--- config.mk ---
export PLATFORM = sky130hd
export DESIGN_NAME = nsc_update
export DESIGN_NICKNAME = d
export VERILOG_FILES = /design/src/hw/rtl/nsc_pkg.sv /design/src/hw/rtl/nsc_update.sv
export SDC_FILE = /design/constraint.sdc
export NUM_CORES = 1
export LEC_CHECK = 0
export BUFFER_PORTS_ARGS = -buffer_cell sky130_fd_sc_hd__clkbuf_2
export CAP_MARGIN = 10
export CORE_ASPECT_RATIO = 1.2
export CORE_MARGIN = 2
export CORE_UTILIZATION = 50
export DETAILED_ROUTE_END_ITERATION = 6
export PLACE_DENSITY = 0.85
export REMOVE_ABC_BUFFERS = 1
export SETUP_SLACK_MARGIN = 0.05
export SLEW_MARGIN = 0
export SYNTH_ARGS = -nofsm -noshare
export SYNTH_HDL_FRONTEND = slang
export SYNTH_SLANG_ARGS = --single-unit
--- constraint.sdc ---
create_clock -name vclk -period 4.35
set_input_delay 0.435 -clock vclk [all_inputs]
set_output_delay 0.435 -clock vclk [all_outputs]
set_load 0.02 [all_outputs]
--- src/hw/rtl/nsc_pkg.sv ---
`timescale 1ns / 1ps

package nsc_pkg;

    // Default position of the checksum field in the field counter
    localparam int NSC_FIELD_MARK_DEFAULT = 100;

    // Character codes
    localparam logic [7:0] CH_DOLLAR    = 8'h24;
    localparam logic [7:0] CH_ASTERISK  = 8'h2A;
    localparam logic [7:0] CH_COMMA     = 8'h2C;
    localparam logic [7:0] CH_SPACE     = 8'h20;
    localparam logic [7:0] CH_TILDE     = 8'h7E;
    localparam logic [7:0] CH_LINE_FEED = 8'h0A;

    // Saturation limits and the digit value of a non-hex character
    localparam logic [7:0]  FIELD_MAX  = 8'hFF;
    localparam logic [15:0] COUNT_MAX  = 16'hFFFF;
    localparam logic [7:0]  NON_HEX    = 8'hFF;

    // Per-sentence state
    typedef struct packed {
        logic [7:0]  field_index;
        logic [15:0] char_count;
        logic [7:0]  calc_checksum;
        logic [7:0]  recv_checksum;
    } nsc_state_t;

    // Value of a hex digit, or NON_HEX for anything else
    function automatic logic [7:0] hex_value(input logic [7:0] c);
        logic [7:0] v;
        begin
            if (c >= 8'h30 && c <= 8'h39)
            begin
                v = c - 8'h30;
            end
            else if (c >= 8'h61 && c <= 8'h66)
            begin
                v = c - 8'h57;
            end
            else if (c >= 8'h41 && c <= 8'h46)
            begin
                v = c - 8'h37;
            end
            else
            begin
                v = NON_HEX;
            end
            return v;
        end
    endfunction

endpackage

--- src/hw/rtl/nsc_update.sv ---
`timescale 1ns / 1ps

module nsc_update
    import nsc_pkg::*;
#(
    parameter int CHECKSUM_FIELD_MARK = NSC_FIELD_MARK_DEFAULT
)
(
    input  nsc_state_t state,
    input  logic [7:0] ch,
    output nsc_state_t state_next,
    output logic       sentence_ok
);

    localparam logic [7:0] MARK = 8'(CHECKSUM_FIELD_MARK);

    nsc_state_t base;
    logic       printable;

    always_comb
    begin
        // Apply control characters first
        base = state;
        case (ch)
            CH_DOLLAR:
            begin
                base = '0;
            end
            CH_COMMA:
            begin
                if (state.field_index != FIELD_MAX)
                begin
                    base.field_index = state.field_index + 8'd1;
                end
            end
            CH_ASTERISK:
            begin
                base.field_index = MARK;
            end
            default:
            begin
                base = state;
            end
        endcase

        // Fold printable characters into the checksums and the count
        printable  = (ch >= CH_SPACE) && (ch <= CH_TILDE);
        state_next = base;
        if (printable)
        begin
            if (base.field_index < MARK)
            begin
                if (ch != CH_DOLLAR && ch != CH_ASTERISK)
                begin
                    state_next.calc_checksum = base.calc_checksum ^ ch;
                end
            end
            else
            begin
                state_next.recv_checksum = {base.recv_checksum[3:0], 4'b0000}
                                           + hex_value(ch);
            end
            if (base.char_count != COUNT_MAX)
            begin
                state_next.char_count = base.char_count + 16'd1;
            end
        end

        sentence_ok = (ch == CH_LINE_FEED)
                      && (state_next.calc_checksum == state_next.recv_checksum);
    end

endmodule

* Word level (Yosys, flattened, before mapping)
Cells that the tools add are included.
Operators by class: reductions and logical operators 6, bitwise logic cells 1, $lt $le $gt $ge 9, div/mod/pow operators 0, shifts and indexed selects 0, equality and inequality tests 9, multipliers 0, mux-type cells 13, add/subtract/negate cells 6
Operator list (count):
- 2-to-1 mux 8 bit | 9
- 2-to-1 mux 32 bit | 2
- == test 8 x 6 -> 1 bit (second input constant) | 3
- less-or-equal comparator 8 x 7 -> 1 bit (second input constant) | 3
- one-hot mux 8 bit (3 select lines) | 1
- adder 16 x 1 -> 16 bit (second input constant) | 1
- greater-or-equal comparator 8 x 6 -> 1 bit (second input constant) | 2
- greater-or-equal comparator 8 x 7 -> 1 bit (second input constant) | 2
- 2-to-1 mux 16 bit | 1
- inequality test 16 bit (second input constant) | 1
- inequality test 8 x 6 -> 1 bit (second input constant) | 2
- subtractor 8 x 6 -> 8 bit (second input constant) | 2
- adder 8 x 1 -> 8 bit (second input constant) | 1
- adder 8 bit | 1
- == test 8 x 4 -> 1 bit (second input constant) | 1
- == test 8 bit | 1
- less-or-equal comparator 8 x 6 -> 1 bit (second input constant) | 1
- < comparator 8 x 7 -> 1 bit (second input constant) | 1
- inequality test 8 bit (second input constant) | 1
- subtractor 8 x 7 -> 8 bit (second input constant) | 1
- bitwise XOR 8 bit | 1
- logical AND 1 bit | 6
Storage, ports and cells: input bits 48, bits in read-only memories 0, output and inout port bits 41, memories 0, bits in writable memories 0, bits in latches 0, flip-flop bits (word level) 0, word-level logic and storage cells 44

* Longest topological paths before layout
Gate-level depths: netlist (run 1).
depth after elaboration 12, depth in mapped cells 19, mapped depth without buffers 18

* Worst setup path before layout (run 1)
Ideal clock, no wire load.
path type input to output, start point in ch[0], end point out sentence_ok, setup slack 0.039 ns, stages on the path 14, data arrival time 3.876 ns, required time 3.915 ns, buffers on the path 0, path through inv_1 -> ha_1 -> or3b_2 -> and3_1 -> or4_1 -> a21oi_1 -> a311oi_1 -> ha_1 -> fa_1 -> xnor2_1 -> mux2i_1 -> xnor2_1 -> nand4_1 -> nor4_2
RTL lines:
- start: declaration | line nsc_update.sv:10 | input logic [7:0] ch,
- end: declaration | line nsc_update.sv:12 | output logic sentence_ok

* Final worst setup path (run 1)
start point in ch[1], end point out sentence_ok
Between the ends: longest elaborated chain between the ends 12, elaborated cells on any way between the ends 38, those cells by class add/sub: 4; order compare: 9; eq/ne: 7; mux: 11; bitwise: 1; reduce/logical: 6
Ends and longest elaborated chain:
- greater-or-equal comparator 8 x 7 -> 1 bit or less-or-equal comparator 8 x 7 -> 1 bit (tied branches) | line nsc_pkg.sv:41 | else if (c >= 8'h41 && c <= 8'h46)
- logical AND 1 bit | line nsc_pkg.sv:41
- 2-to-1 mux 8 bit | line nsc_pkg.sv:41
- 2-to-1 mux 8 bit | line nsc_pkg.sv:37 | else if (c >= 8'h61 && c <= 8'h66)
- 2-to-1 mux 8 bit | line nsc_pkg.sv:33 | if (c >= 8'h30 && c <= 8'h39)
- 2-to-1 mux 8 bit | line nsc_update.sv:51 | if (base.field_index < MARK)
- 2-to-1 mux 8 bit | line nsc_update.sv:49 | if (printable)
- adder 8 bit | line nsc_update.sv:61 | + hex_value(ch);
- 2-to-1 mux 8 bit | line nsc_update.sv:51
- 2-to-1 mux 32 bit | line nsc_update.sv:49
- == test 8 bit | line nsc_update.sv:70 | && (state_next.calc_checksum == state_next.recv_checksum);
- logical AND 1 bit * | line nsc_update.sv:70
Every way passes the cells marked *; elsewhere a longest branch is shown, timed or not. The select of a mux whose other input is x is not followed.

==> metrics, run 1 <==
CP max FO=3; P&R area growth vs syn=50.2%; initial antenna violation count=0; Die Ht=71.5 um; n_diodes=0; DP Wirelength=4.93 mm; violations in the final reports=setup timing; slowest stage delay, CP=0.56 ns; Seq cells=0; number of global-route vias before repair=2670; CP max stage cell=or4b_4; Core Area=0.00363 sq mm; Peak VDD IR=0.101 mV; hold path endpoint=state_next[21]; Total Neg Setup Slack=-0.125 ns; Rel. slew slack=0.518; GPL Wtd Cong=0.938; power density over the cells=121 mW/mm^2; Hold WS=1.24 ns; placed cells=444; Final Hold Fails=0; metal1 wirelength=2.79 mm; setup violators final=1; Yosys cell types=62; Post-DRT Antenna Nets=0; top-area cell type share of the netlist area=0.103; worst slew pin tran=0.722 ns; Avg Cell Area, Syn=6.49 sq um; status=finished with violations; I/O Pins=89; sequential area share after synthesis=0; Final WS setup=-0.125 ns; Detailed Route Iter0 Violations=213; Setup crit end kind=output pin; Synth warnings=0; CP arrival=4.04 ns; Compound-Gate Fraction of Synth Area=0.236; Synth Area in Simple Gates=0.427; number of I/O port buffers=89; cells along the critical path=buf_8, inv_6, ha_4, or4b_4, a311oi_4, nor2_2, a21oi_2, or4_4, a21oi_4, a311oi_2, ha_2, a21o_1, a21oi_2, xnor2_1, nand2b_4, o21ai_1, a311o_1, nor4_2, buf_4; Crit Path Category=input port to output pin; # DRC=0; DIE AREA=0.00431 sq mm; Via density=6.23; fmax=223 MHz; most common cell after layout, fill and taps aside=clkbuf_2; CP most frequent cell=a21oi_2; largest cells by area after synthesis=nand2_1 (10%), ha_1 (9.2%), xnor2_1 (6.9%); final worst-path cycle share=1.03; pin count of the biggest net entering global routing=19; Pwr Total=0.345 mW; mux contribution to synthesized area=0.0224; start point of the worst hold path=state[21]; placed cell areas=0.00250 sq mm; hold path depth=4; met3 wire length=756 um; leakage=1.35 nW; Final Critical Period=4.47 ns; Std-Cell Rows=24; largest family of logic cells by synthesized area=simple AND/OR/NAND/NOR gates; sequential cell area=0 sq um; worst hold-check path type=input port to output pin; layout cell share with drive strength beyond 1=0.431; first-pass GRT wire length=11.7 mm; drt pass-1 iters=5; Yosys top cell by area=nand2_1; Adder-Cell Fraction of Synth Area=0.103; Slew Limit Fails=0; area of the multi-input gates=0.00190 sq mm; wire per inst=17.2 um; Filler cells=234; via count=2899; Post-Route WL=7.99 mm; delay-heaviest family, CP=compound AO/OA/AOI/OAI gates; die width=60.3 um; Mapped Cells=293; startpoint types=input port; uppermost routed layer=met4; RSZ-0062 raised after global routing=true; commonest non-fill, non-tap cells in the layout=clkbuf_2 (83), nand2_1 (52), buf_4 (45); mapped cell area=0.00190 sq mm; Tot GR Track Use=0.335; WP data required=3.91 ns; Max Cap Viol=0; Initial Util=0.523; XOR/XNOR Fraction of Synth Area=0.134; DR WL met2=3.89 mm; Post-Layout Inst Area=0.00286 sq mm; CLK BUF=0; final core utilization=0.786; pre-CTS setup slack=-0.236 ns; fin cells=465; GRT overflow=0; buffers plus inverters on the worst setup path=3; final net count=478
## layout make-up
cell class,instances,area share
multi-input cells,266,0.666
inverters,13,0.0197
repair buffers,134,0.292
well taps,52,0.0228
## cells in the mapped netlist (all sizes together), types with 2 or more instances
cell type and n:
a22o 2, nand3 15, a21oi 18, nor3b 3, o31ai 2, o21ai 8, or3b 2, nand4 10
mux2 2, inv 13, and2 8, nand2b 2, xnor2 15, o211ai 2, o21a 2, buf 8
mux2i 2, and3 8, or3 3, xor2 14, a31o 2, and4 2, o21bai 2, nor2b 2
ha 14, clkbuf 6, a211o 2, or4 3, o22ai 3, a21o 4, nor3 11, nor4 2
and4bb 3, nor2 25, nand2 52, a311oi 5
## worst max-delay path by stage
| stage | from | endpoint | slack (ns) | cells past startpoint |
|---|---|---|---|---|
| 2_1_floorplan | ch[0] | sentence_ok | -0.52 | 10 |
| 3_3_place_gp | ch[0] | sentence_ok | -0.09 | 19 |
| 3_5_place_dp | ch[0] | sentence_ok | -0.24 | 20 |
| 4_1_cts | ch[1] | sentence_ok | 0.02 | 24 |
| 5_1_grt | ch[1] | sentence_ok | -0.25 | 19 |
| 6_report | ch[1] | sentence_ok | -0.12 | 19 |
## report_power, final
| group | switching, mW | internal, mW |
|---|---|---|
| Sequential | 0 | 0 |
| Clock | 0 | 0 |
| Combinational | 0.193 | 0.152 |
| Total | 0.193 | 0.152 |
## kinds of logic (layout without fill, tap and decap cells)
family,after synthesis,in the layout
simple gates,155,155
compound gates,63,63
xor+xnor,29,29
buf+inv,27,147
fa+ha+maj,15,15
mux,4,4
## layer usage
layer	track usage	up-vias
li1	-	1307
met1	0.414	1314
met2	0.585	221
met3	0.0289	57
met4	0.131	0
met5	0	-
## repair_timing
action	in CTS	in global routing
setup buffers	19	5
hold buffers	0	0
cloned	0	0
endpoints found under the setup margin	1	6
gates resized for setup	20	34
pin swaps	13	16
No activity file was read; power rests on OpenSTA's default activity.
==> run 2: changes to the inputs <==
--- a/config.mk
+++ b/config.mk
@@ -13,3 +13,3 @@
 export DETAILED_ROUTE_END_ITERATION = 6
-export PLACE_DENSITY = 0.85
+export PLACE_DENSITY = 0.89
 export REMOVE_ABC_BUFFERS = 1
==> constraint.sdc (replaced) <==
create_clock -name vclk -period 4.35
set_input_delay 0.435 -clock vclk [all_inputs]
set_output_delay 0.435 -clock vclk [all_outputs]
set_load 0.1 [all_outputs]
==> metrics, run 2 <==
Yosys top cell by area=nand2_1; Die Ht=71.5 um (unchanged); DP Wirelength=7.11 mm (+44%); Yosys cell types=62 (unchanged); Adder-Cell Fraction of Synth Area=0.103 (unchanged); Stopped at=global routing (5_1_grt); top-area cell type share of the netlist area=0.103 (unchanged); XOR/XNOR Fraction of Synth Area=0.134 (unchanged); cell with the most instances after synthesis=nand2_1; Initial Util=0.523 (unchanged); number of I/O port buffers=89 (unchanged); Synth warnings=0 (unchanged); Avg Cell Area, Syn=6.49 sq um (unchanged); worst ep type=primary output; cts hold-fix bufs=0 (unchanged); most instantiated cells after synthesis=nand2_1 (52), nor2_1 (25), a21oi_1 (18); stop err=[ERROR GRT-0232] Routing congestion too high. Check the congestion heatmap in the GUI.; Tot GR Track Use=0.756; die width=60.3 um (unchanged); GRT overflow=6; Std-Cell Rows=24 (unchanged); mux contribution to synthesized area=0.0224 (unchanged); I/O Pins=89 (unchanged); largest family of logic cells by synthesized area=simple AND/OR/NAND/NOR gates; largest cells by area after synthesis=nand2_1 (10%), ha_1 (9.2%), xnor2_1 (6.9%); placed cells=461 (+3.8%); Mapped Cells=293 (unchanged); mapped cell area=0.00190 sq mm (unchanged); pin count of the biggest net entering global routing=15; Compound-Gate Fraction of Synth Area=0.236 (unchanged); GPL Wtd Cong=0.968 (+3.2%); status=did not finish; last worst endpoint in the global-route repair_timing=sentence_ok; sequential area share after synthesis=0 (unchanged); Synth Area in Simple Gates=0.427 (unchanged)
==> run 2: cell counts after synthesis <==
No cell type changed its count.
==> run 2: what timing repair did <==
item,in CTS
gates resized for setup,25
endpoints found under the setup margin,5
pin swaps,14
gates cloned,0
buffers inserted,11
==> run 2: per-stage QoR <==
step	TNS [ns]	util	instance area, sq um	setup WS, ns
floorplan	-44.58	-	1800	-5.43
global placement	-0.214	0.848	3080	-0.214
detailed placement	-0.506	0.848	3080	-0.471
CTS	-0.144	0.897	3260	-0.144
==> run 2: logic make-up after synthesis <==
kind of cell | count (synthesis)
xor gates and xnor gates | 29
muxes | 4
AOI/OAI and AO/OA | 63
and+or+nand+nor | 155
adders and majority gates | 15
buffers and inverters | 27
==> run 2: metal layers <==
| metal | GRT overflow | track usage |
|---|---|---|
| met4 | 3 | 0.768 |
| met2 | 3 | 0.900 |
| met5 | 0 | 0.169 |
| met3 | 0 | 0.617 |
| met1 | 0 | 0.754 |
==> run 3: changes to the inputs <==
Settings changed: CORE_ASPECT_RATIO 1.2 to default, CORE_UTILIZATION 50 to 40, PLACE_DENSITY 0.89 to default, PLACE_DENSITY_LB_ADDON from default to 0.15, SETUP_SLACK_MARGIN 0.05 to default.
==> metrics, run 3 (synthesis results as in run 1) <==
status=finished with violations; violations in the final reports=setup timing; Post-Route WL=6.80 mm; Slew Limit Fails=0; setup violators final=1; Peak VDD IR=0.168 mV; RSZ-0062 raised after global routing=true; leakage=1.51 nW; Core Area=0.00466 sq mm; GPL Wtd Cong=0.927 (-4.2%); worst slew pin tran=0.551 ns; initial antenna violation count=0; Std-Cell Rows=25 (+4.2%); CP max FO=3; Tot GR Track Use=0.255; fmax=228 MHz; die width=72.9 um (+21%); commonest non-fill, non-tap cells in the layout=clkbuf_2 (53), nand2_1 (52), buf_4 (44); final net count=477; hold path endpoint=state_next[23]; hold path depth=4; Via density=5.64; placed cells=460 (-0.22%); # DRC=0; I/O Pins=89 (unchanged); CP arrival=3.94 ns; sequential cell area=0 sq um; fin cells=466; Rel. slew slack=0.635; Seq cells=0; Initial Util=0.408 (-0.115); worst hold-check path type=input port to output pin; DIE AREA=0.00532 sq mm; via count=2628; Filler cells=384; Die Ht=72.9 um (+2.0%); layout cell share with drive strength beyond 1=0.415; Hold WS=1.30 ns; pre-CTS setup slack=-0.319 ns (+0.152 ns); start point of the worst hold path=state[23]; most common cell after layout, fill and taps aside=clkbuf_2; n_diodes=0; Final Hold Fails=0; Setup crit end kind=output pin; drt pass-1 iters=4; power density over the cells=174 mW/mm^2; startpoint types=input port; final worst-path cycle share=1.01; Final WS setup=-0.0270 ns; first-pass GRT wire length=11.2 mm; Final Critical Period=4.38 ns; Post-DRT Antenna Nets=0; number of I/O port buffers=89 (unchanged); WP data required=3.91 ns; P&R area growth vs syn=72.6%; Crit Path Category=input port to output pin; number of global-route vias before repair=2541; GRT overflow=0; DP Wirelength=5.43 mm (-24%); pin count of the biggest net entering global routing=16; wire per inst=14.6 um; Max Cap Viol=0; CLK BUF=0; Detailed Route Iter0 Violations=159
## run 3: where the power goes
part	switching (mW)	leakage, nW	internal, mW
clock	0	0	0
combinational	0.361	1.51	0.210
sequential	0	0	0
## run 3: metrics by stage
step / setup TNS, ns / total power [mW] / utilization / instance area [sq um]
finish: -0.0270 / 0.571 / 0.704 / 3280
global route: -0.206 / 0.600 / 0.704 / 3280
CTS: -0.00474 / 0.566 / 0.698 / 3250
detailed placement: -0.319 / 0.544 / 0.661 / 3080
global placement: -0.247 / 0.543 / 0.661 / 3080
floorplan: -44.58 / 0.333 / - / 1800
## run 3: how the worst max path moves through the flow
| stage | startpoint | endpoint | slack [ns] | cells past startpoint |
|---|---|---|---|---|
| final | ch[1] | sentence_ok | -0.03 | 19 |
| after floorplan | ch[0] | sentence_ok | -5.43 | 10 |
| after global placement | ch[0] | sentence_ok | -0.25 | 19 |
| after CTS | ch[1] | sentence_ok | -0.005 | 19 |
| after global routing | ch[1] | sentence_ok | -0.21 | 19 |
| after detailed placement | ch[0] | sentence_ok | -0.32 | 20 |
## run 3: what timing repair did
item,CTS,global route
pin swaps,13,2
buffers inserted,5,1
setup endpoints to repair,1,6
hold buffers,0,0
resized for setup,30,5
gates cloned,0,0
## run 3: area by class of cell
cell class | instances | area [sq um] | area share
Timing Repair Buffer | 133 | 1280 | 0.391
Tap cell | 54 | 67.6 | 0.0206
Multi-Input combinational cell | 266 | 1880 | 0.573
Inverter | 13 | 51.3 | 0.0156
## run 3: worst max-delay path: stages
cell and delay (ns):
clkbuf_2 0.10, inv_2 0.06, ha_4 0.15, or4b_4 0.51, a311oi_4 0.26, nor2_2 0.09, a21oi_2 0.16, or4_4 0.15
a21oi_2 0.05, a311oi_2 0.27, ha_2 0.24, a21o_1 0.11, a21oi_1 0.07, xnor2_1 0.21, nand2b_1 0.18, o21ai_0 0.09
a311o_1 0.39, nor4_4 0.20, buf_12 0.22
## run 3: layer usage
layer  routed length (um)  share of wire  global-route usage  vias up
met2                 3260           0.48               0.459      114
met5                    0              0                   0        -
met4                   37         0.0054              0.0206        0
met1                 2960           0.43               0.333     1209
met3                  541          0.080              0.0401        4
li1                     -              -                   -     1301
==> run 4: changes to the inputs <==
Settings changed: GPL_TIMING_DRIVEN from default to 0.
==> metrics, run 4 (synthesis results as in run 1) <==
final worst-path cycle share=1.03 (+0.0282); most common cell after layout, fill and taps aside=clkbuf_2; leakage=1.21 nW (-20%); fmax=222 MHz (-2.7%); delay-heaviest family, CP=compound AO/OA/AOI/OAI gates; startpoint types=input port; n_diodes=0 (unchanged); Post-Layout Inst Area=0.00263 sq mm (-20%); # DRC=0 (unchanged); commonest non-fill, non-tap cells in the layout=clkbuf_2 (77), nand2_1 (51), nor2_1 (23); Post-DRT Antenna Nets=0 (unchanged); WP data required=3.91 ns (about the same); Via density=5.55 (-1.7%); CP max stage cell=or4b_4; fin cells=433 (-7.1%); Hold WS=1.36 ns (+0.0590 ns); via count=2401 (-8.6%); cts hold-fix bufs=0 (unchanged); worst hold-check path type=input port to output pin; Max Cap Viol=0 (unchanged); CP arrival=4.06 ns (+0.12 ns); first-pass GRT wire length=9.79 mm (-13%); Rel. slew slack=0.430 (-0.204); RSZ-0062 raised after global routing=true; power density over the cells=177 mW/mm^2 (+1.7%); CLK BUF=0 (unchanged); placed cell areas=0.00231 sq mm (-25%); GPL Wtd Cong=0.881 (-5.0%); Initial Util=0.408 (unchanged); number of global-route vias before repair=2140 (-16%); setup violators final=1 (unchanged); Peak VDD IR=0.133 mV (-21%); DP Wirelength=4.54 mm (-16%); Die Ht=72.9 um (unchanged); violations in the final reports=setup timing; I/O Pins=89 (unchanged); initial antenna violation count=0 (unchanged); status=finished with violations; Final Hold Fails=0 (unchanged); final net count=444 (-6.9%); Detailed Route Iter0 Violations=84 (-47%); Crit Path Category=input port to output pin; layout cell share with drive strength beyond 1=0.372 (-0.0430); wire per inst=13.7 um (-6.0%); P&R area growth vs syn=38.1%; buffers plus inverters on the worst setup path=3 (unchanged); Final Critical Period=4.50 ns (+0.123 ns); Tot GR Track Use=0.220 (-0.0355); GRT overflow=0 (unchanged); CP max FO=4 (+1); pre-CTS setup slack=-1.07 ns (-0.751 ns); sequential cell area=0 sq um (unchanged); Filler cells=489 (+27%); placed cells=422 (-8.3%); drt pass-1 iters=4 (unchanged); number of I/O port buffers=89 (unchanged); slowest stage delay, CP=0.55 ns (+0.04 ns); Std-Cell Rows=25 (unchanged); worst slew pin tran=0.851 ns (+0.301 ns); Final WS setup=-0.150 ns (-0.123 ns); Setup crit end kind=output pin; pin count of the biggest net entering global routing=28 (+12); DIE AREA=0.00532 sq mm (unchanged); Core Area=0.00466 sq mm (unchanged); Slew Limit Fails=0 (unchanged); final core utilization=0.563 (-0.141); cells along the critical path=clkbuf_16, inv_6, ha_4, or4b_4, a311oi_2, nor2_2, a21oi_2, or4_1, a21oi_1, a311oi_2, ha_2, a21o_1, a21oi_2, xnor2_2, nand2b_4, nand3_2, a21oi_2, a311o_1, nor4_2, clkbuf_8; Post-Route WL=5.94 mm (-13%); CP most frequent cell=a21oi_2; die width=72.9 um (unchanged); Seq cells=0 (unchanged)
-- run 4: cell types whose count changed in the layout (fill, tap and decap cells not counted), sizes merged --
| cell | before | now |
|---|---|---|
| clkbuf | 56 | 87 |
| buf | 77 | 13 |
-- run 4: worst min-delay path, delay by kind of cell --
family                 cells  cell delay [ns]
buffers and inverters      2             0.36
AO/OA/AOI/OAI              2             0.12
-- run 4: power by group --
part	leakage (nW)	internal, mW	switching (mW)
sequential	0	0	0
combinational	1.21	0.123	0.341
clock	0	0	0
total	1.21	0.123	0.341
-- run 4: timing repair --
| item | in CTS | in global routing |
|---|---|---|
| buffers inserted | 10 | 1 |
| setup endpoints to repair | 30 | 13 |
| cloned | 0 | 0 |
| resized for setup | 43 | 12 |
| pin swaps | 19 | 1 |
-- run 4: layout make-up --
| type | instances | area, sq um | share of cell area |
|---|---|---|---|
| inverter | 13 | 58.8 | 0.0224 |
| timing repair buffer | 100 | 604 | 0.230 |
| multi-input combinational | 266 | 1890 | 0.722 |
| tap | 54 | 67.6 | 0.0257 |
-- run 4: final timing paths --
path              cells after the start  startpoint              to  slack, ns
setup / recovery                     20       ch[1]     sentence_ok      -0.15
hold / removal                        4   state[21]  state_next[21]       1.36
-- run 4: through the flow --
step,TNS [ns],power (mW)
4_1_cts,-0.147,0.456
3_3_place_gp,-13.19,0.420
6_report,-0.150,0.465
3_5_place_dp,-13.73,0.421
2_1_floorplan,-44.58,0.333
5_1_grt,-0.398,0.490
-- run 4: routing by layer --
| layer | wire (um) | GRT usage | part of all wire | vias up |
|---|---|---|---|---|
| met4 | 51 | 0.0267 | 0.0086 | 0 |
| met2 | 2650 | 0.364 | 0.45 | 92 |
| met5 | 0 | 0 | 0 | - |
| met3 | 371 | 0.0221 | 0.063 | 6 |
| li1 | - | - | - | 1239 |
| met1 | 2860 | 0.316 | 0.48 | 1064 |
